===== config.mk =====
export PLATFORM = sky130hd
export DESIGN_NAME = bsh_ctrl_flat
export DESIGN_NICKNAME = d
export VERILOG_FILES = /design/src/hdl/bsh_pkg.sv /design/src/hdl/bsh_if.sv /design/src/hdl/bsh_ctrl.sv /design/src/flat_wrapper.sv
export SDC_FILE = /design/constraint.sdc
export NUM_CORES = 1
export LEC_CHECK = 0
export BUFFER_PORTS_ARGS = -buffer_cell sky130_fd_sc_hd__buf_2
export CORE_MARGIN = 1
export CORE_UTILIZATION = 37
export CTS_CLUSTER_DIAMETER = 50
export CTS_CLUSTER_SIZE = 14
export DETAILED_ROUTE_END_ITERATION = 10
export PLACE_DENSITY = 0.68
export REMOVE_ABC_BUFFERS = 1
export SETUP_SLACK_MARGIN = 0.4
export SLEW_MARGIN = 0
export SYNTH_ARGS = -nofsm -noshare
export SYNTH_HDL_FRONTEND = slang
export SYNTH_SLANG_ARGS = --single-unit

===== constraint.sdc =====
create_clock -name clock -period 2.8 [get_ports clock]
set_input_delay 0.42 -clock clock [delete_from_list [all_inputs] [get_ports clock]]
set_output_delay 0.42 -clock clock [all_outputs]
set_load 0.02 [all_outputs]

===== src/hdl/bsh_pkg.sv =====
`default_nettype none
package bsh_pkg;

   localparam int NumWords = 8;
   localparam int BlockBytes = 64;

   localparam logic [63:0] MixConst [NumWords] = '{
      64'h9e3779b97f4a7c15, 64'hbf58476d1ce4e5b9,
      64'h94d049bb133111eb, 64'hff51afd7ed558ccd,
      64'h1337c0debabefeed, 64'hdeadbeefcafeface,
      64'h8badf00dcafebabe, 64'hfeedfacedeadc0de
   };

   localparam logic [7:0] PadFirst = 8'h80;
   localparam logic [7:0] PadFill  = 8'h13;

   localparam logic OpAbsorb   = 1'b0;
   localparam logic OpFinalize = 1'b1;

   // datapath operations
   typedef enum logic [2:0] {
      DP_NOP,
      DP_WRITE,     // store byte at fill position
      DP_LOAD,      // not decoded by the datapath; acts as a no-op
      DP_MIX,       // run one mix step
      DP_AVAL,      // run one avalanche step
      DP_INIT       // restore chaining state
   } dp_op_type;

   typedef struct packed {
      dp_op_type  op;
      logic [7:0] wr_byte;
   } dp_cmd_type;

   typedef struct packed {
      logic block_full;   // the current write fills the block
      logic step_done;    // current multi-cycle step finished
      logic [5:0] fill;
   } dp_sts_type;

   function automatic logic [63:0] rotl(input logic [63:0] x, input int unsigned n);
      rotl = (x << n) | (x >> (64 - n));
   endfunction

endpackage
`default_nettype wire


===== src/hdl/bsh_if.sv =====
`default_nettype none
interface bsh_req_if;
   logic       valid;
   logic       ready;
   logic       opcode;
   logic [7:0] data_byte;
   modport source (output valid, opcode, data_byte, input ready);
   modport sink   (input valid, opcode, data_byte, output ready);
endinterface

`default_nettype wire


===== src/hdl/bsh_ctrl.sv =====
`default_nettype none
module bsh_ctrl
   import bsh_pkg::*;
(
   input  wire logic       clock,
   input  wire logic       reset,
   bsh_req_if.sink         req,
   input  wire logic       rsp_ready,
   output      logic       rsp_valid,
   output      logic [2:0] rsp_sel,
   output      dp_cmd_type cmd,
   input  wire dp_sts_type sts
);
   typedef enum logic [5:0] {
      S_IDLE = 6'b000001,
      S_PAD  = 6'b000010,
      S_MIX  = 6'b000100,
      S_AVAL = 6'b001000,
      S_OUT  = 6'b010000,
      S_INIT = 6'b100000
   } state_type;

   state_type  state_ff, state_in;
   logic       fin_ff, fin_in;     // finalize in progress
   logic [2:0] sel_ff, sel_in;
   logic       acc;

   assign req.ready = (state_ff == S_IDLE);
   assign acc       = req.valid && req.ready;
   assign rsp_valid = (state_ff == S_OUT);
   assign rsp_sel   = sel_ff;

   always_comb begin
      state_in = state_ff; fin_in = fin_ff; sel_in = sel_ff;
      cmd.op = DP_NOP; cmd.wr_byte = req.data_byte;
      unique case (state_ff)
         S_IDLE: if (acc) begin
            cmd.op = DP_WRITE;
            if (req.opcode == OpFinalize) begin
               cmd.wr_byte = PadFirst;
               fin_in = 1'b1;
            end
            if (sts.block_full) state_in = S_MIX;
            else if (req.opcode == OpFinalize) state_in = S_PAD;
         end
         S_PAD: begin
            cmd.op = DP_WRITE; cmd.wr_byte = PadFill;
            if (sts.block_full) state_in = S_MIX;
         end
         S_MIX: begin
            cmd.op = DP_MIX;
            if (sts.step_done) state_in = fin_ff ? S_AVAL : S_IDLE;
         end
         S_AVAL: begin
            cmd.op = DP_AVAL;
            if (sts.step_done) begin state_in = S_OUT; sel_in = '0; end
         end
         S_OUT: if (rsp_ready) begin
            sel_in = sel_ff + 3'd1;
            if (sel_ff == 3'd7) state_in = S_INIT;
         end
         S_INIT: begin
            cmd.op = DP_INIT; fin_in = 1'b0; state_in = S_IDLE;
         end
         default: state_in = S_IDLE;
      endcase
   end

   always_ff @(posedge clock) begin
      if (reset) begin
         state_ff <= S_IDLE; fin_ff <= 1'b0; sel_ff <= '0;
      end else begin
         state_ff <= state_in; fin_ff <= fin_in; sel_ff <= sel_in;
      end
   end
endmodule
`default_nettype wire


===== src/flat_wrapper.sv =====
// flat-port wrapper written by rule: the top's interface ports become plain ports
module bsh_ctrl_flat import bsh_pkg::*;
  (clock, reset, rsp_ready, rsp_valid, rsp_sel, cmd, sts, req_valid, req_opcode, req_data_byte, req_ready);
  bsh_req_if req_i ();
  input  wire logic clock;
  input  wire logic reset;
  input  wire logic rsp_ready;
  output      logic rsp_valid;
  output      logic [2:0] rsp_sel;
  output      dp_cmd_type cmd;
  input  wire dp_sts_type sts;
  input wire logic [$bits(req_i.valid)-1:0] req_valid;
  input wire logic [$bits(req_i.opcode)-1:0] req_opcode;
  input wire logic [$bits(req_i.data_byte)-1:0] req_data_byte;
  output wire logic [$bits(req_i.ready)-1:0] req_ready;
  assign req_i.valid = req_valid;
  assign req_i.opcode = req_opcode;
  assign req_i.data_byte = req_data_byte;
  assign req_ready = req_i.ready;
  bsh_ctrl u_core (.clock(clock), .reset(reset), .req(req_i), .rsp_ready(rsp_ready), .rsp_valid(rsp_valid), .rsp_sel(rsp_sel), .cmd(cmd), .sts(sts));
endmodule

==> flow_summary.json <==
{
  "hold_buffers": 0,
  "nFillCells": 181,
  "final_antenna_net_count": 0,
  "portBuffers": 30,
  "start_kind": "flip-flop",
  "crit_family": "simple AND/OR/NAND/NOR gates",
  "antenna_found_initial": 0,
  "synth_cell_types": 37,
  "ir_drop_v": 0.000628,
  "cts_root_buf": "clkbuf_4",
  "crit_path_max_incr_delay_ns": 0.59,
  "cp_data_arrival_time_ns": 1.88,
  "coreArea_um2": 1750,
  "synth.avg_cell_area_um2": 8.18,
  "grt-ovfl-total": 0,
  "grt_util_all_layers_pct": 18.4,
  "rsz0062_at_grt": "false",
  "initial_core_util_pct": 39.9,
  "ys_seq_elements": 10,
  "dp_hpwl_um": 1410,
  "yosysWarnings": 0,
  "die_y_um": 45.4,
  "powerDensity_nw_per_um2": 794,
  "drc": 0,
  "gp_congestion": 0.829,
  "cap_violations": 0,
  "numClockSinks": 10,
  "drive_gt1_share_pct": 40.2,
  "worstHoldPathType": "input port to flip-flop",
  "vias": 735,
  "grt_start_max_net_pins": 9,
  "drtPass1Iterations": 5,
  "path_clk_slew_ns": 0.06,
  "drt-vias-per-instance": 5.18,
  "critPathKind": "flip-flop to primary output",
  "max_freq_ghz": 0.435,
  "wl_per_cell_um": 12.6,
  "cts_tree": "built",
  "synth-seq-area-share_pct": 28.8,
  "die_w_um": 45.4,
  "clock_latency_ns": 0.27,
  "critPathSlowestCell": "or4_4",
  "clockBufferDepth": 2,
  "status": "finished, final reports clean",
  "fin_area_um2": 925,
  "highest_layer": "met4",
  "grt_pass1_vias": 635,
  "leakage_uw": 0.000435,
  "rows": 15,
  "slew_viol_final": 0,
  "num_io_pins": 37,
  "holdWs_ns": 0.426,
  "setup_viol_count_final": 0,
  "dr_wl_met2_um": 851,
  "grt_pass1_wl_um": 2730,
  "crit_path_end_kind": "primary output",
  "hold_viol": 0,
  "wirelength_met1_um": 860,
  "antennaDiodeCount": 0,
  "dr_wl_met3_um": 68,
  "die_area_um2": 2060,
  "min_period_ns": 2.30,
  "finalClockSkew_ns": 0.000948,
  "drt_iter0_drc": 13,
  "finalCritPeriodShare_pct": 82.1,
  "tns_ns": 0,
  "num-nets-final": 141,
  "fin_ws_ns": 0.500,
  "cts-buffers-inserted": 3,
  "cp_cell_sequence": "or4_4 > nor3b_4 > buf_4 > a211oi_1 > nand2_1 > buf_2",
  "crit_path_max_fanout": 7,
  "total_power_uw": 734,
  "worstMarginPinSlew_ns": 0.528,
  "syn_to_final_growth_pct": 32.9,
  "drt-total-wl_um": 1780,
  "place_ws_ns": 0.482,
  "htree_levels": 1,
  "synth_area_um2": 696,
  "slew_headroom_pct": 64.5,
  "rrSetupSlack_ns": 0.71,
  "placed_area_um2": 861,
  "cp_num_buf_inv": 2,
  "required_ns": 2.38,
  "syn_inst": 85
}
-- registers in the layout (all words and copies together) (netlist names) --
signal and flops:
u_core.state_ff 6, u_core.rsp_sel 3, u_core.fin_ff 1
-- routing by layer --
layer  up-vias  track usage [%]
met5         -                0
met4         0             3.64
met3         2             7.20
met2        12             29.3
met1       336             23.5
li1        385                -
-- stage by stage --
step	utilization [%]	instances
floorplan	-	81
global placement	49.3	137
detailed placement	49.3	137
CTS	52.1	141
global route	53.0	142
finish	53.0	142
-- path summary, 6_finish.rpt --
| check | cells after the start | to | start |
|---|---|---|---|
| max | 6 | cmd[8] | u_core.state_ff[4] |
| min | 2 | u_core.state_ff[2] | reset |
| max reg2reg | 5 | u_core.state_ff[5] | u_core.state_ff[4] |
| min reg2reg | 2 | u_core.fin_ff | u_core.fin_ff |
-- logic make-up after synthesis --
logic type                 count (synthesis)  synth area share, %
and+or+nand+nor                           43                 37.6
AOI/OAI and AO/OA                         20                 20.9
DFF                                       10                 28.8
buffers and inverters                      7                 5.04
muxes                                      2                 2.88
xor gates and xnor gates                   1                 1.26
adders and majority gates                  2                 3.60
-- synth_stat cells, drive strengths merged --
library cell / n / area [µm²]
a211oi: 2 / 20.0
a21o: 3 / 22.5
a21oi: 6 / 30.0
a311oi: 1 / 8.76
a31oi: 1 / 6.26
a41oi: 2 / 17.5
and2: 5 / 31.3
and2b: 1 / 8.76
and3: 1 / 6.26
and4: 1 / 11.3
buf: 2 / 16.3
clkbuf: 2 / 7.51
dfxtp: 10 / 200
ha: 2 / 25.0
inv: 3 / 11.3
mux2i: 2 / 20.0
nand2: 6 / 22.5
nand2b: 1 / 6.26
nand3: 10 / 50.1
nand3b: 1 / 7.51
nor2: 4 / 15.0
nor2b: 1 / 6.26
nor3b: 3 / 27.5
nor4: 3 / 18.8
o21ai: 2 / 10.0
o31a: 2 / 18.8
o41a: 1 / 11.3
or2: 1 / 6.26
or2b: 1 / 7.51
or3: 1 / 6.26
or4: 3 / 30.0
xnor2: 1 / 8.76
-- report_power, final --
group          internal, µW  switching (µW)  total [µW]
clock                  79.1            52.1         131
sequential              163            39.8         203
combinational           176             224         400
-- cell usage in the layout (no fill, tap or decap), drive strengths merged --
| cell type | count |
|---|---|
| o21ai | 2 |
| nand2b | 1 |
| a21o | 3 |
| clkbuf | 4 |
| or2 | 1 |
| a31oi | 1 |
| a211oi | 2 |
| a311oi | 1 |
| or4 | 3 |
| a21oi | 6 |
| and2b | 1 |
| o41a | 1 |
| nand2 | 6 |
| nand3b | 1 |
| nor2 | 4 |
| dfxtp | 10 |
| o31a | 2 |
| nor3b | 3 |
| nand3 | 10 |
| and2 | 5 |
| and3 | 1 |
| buf | 32 |
| nor2b | 1 |
| inv | 3 |
| a41oi | 2 |
| ha | 2 |
| or2b | 1 |
| mux2i | 2 |
| nor4 | 3 |
| and4 | 1 |
| xnor2 | 1 |
| or3 | 1 |
-- timing repair --
item	in CTS	in global routing
setup endpoints to repair	8	8
pin swaps	0	2
setup buffers	0	1
resized for setup	3	2
-- layout make-up --
type	instances	area, µm²	share of cell area, %
Multi-Input combinational cell	68	479	51.8
Sequential cell	10	201	21.8
Timing Repair Buffer	32	165	17.9
Clock buffer	4	36.3	3.92
Tap cell	25	31.3	3.38
Inverter	3	11.3	1.22
No activity file was read; power rests on OpenSTA's default activity.
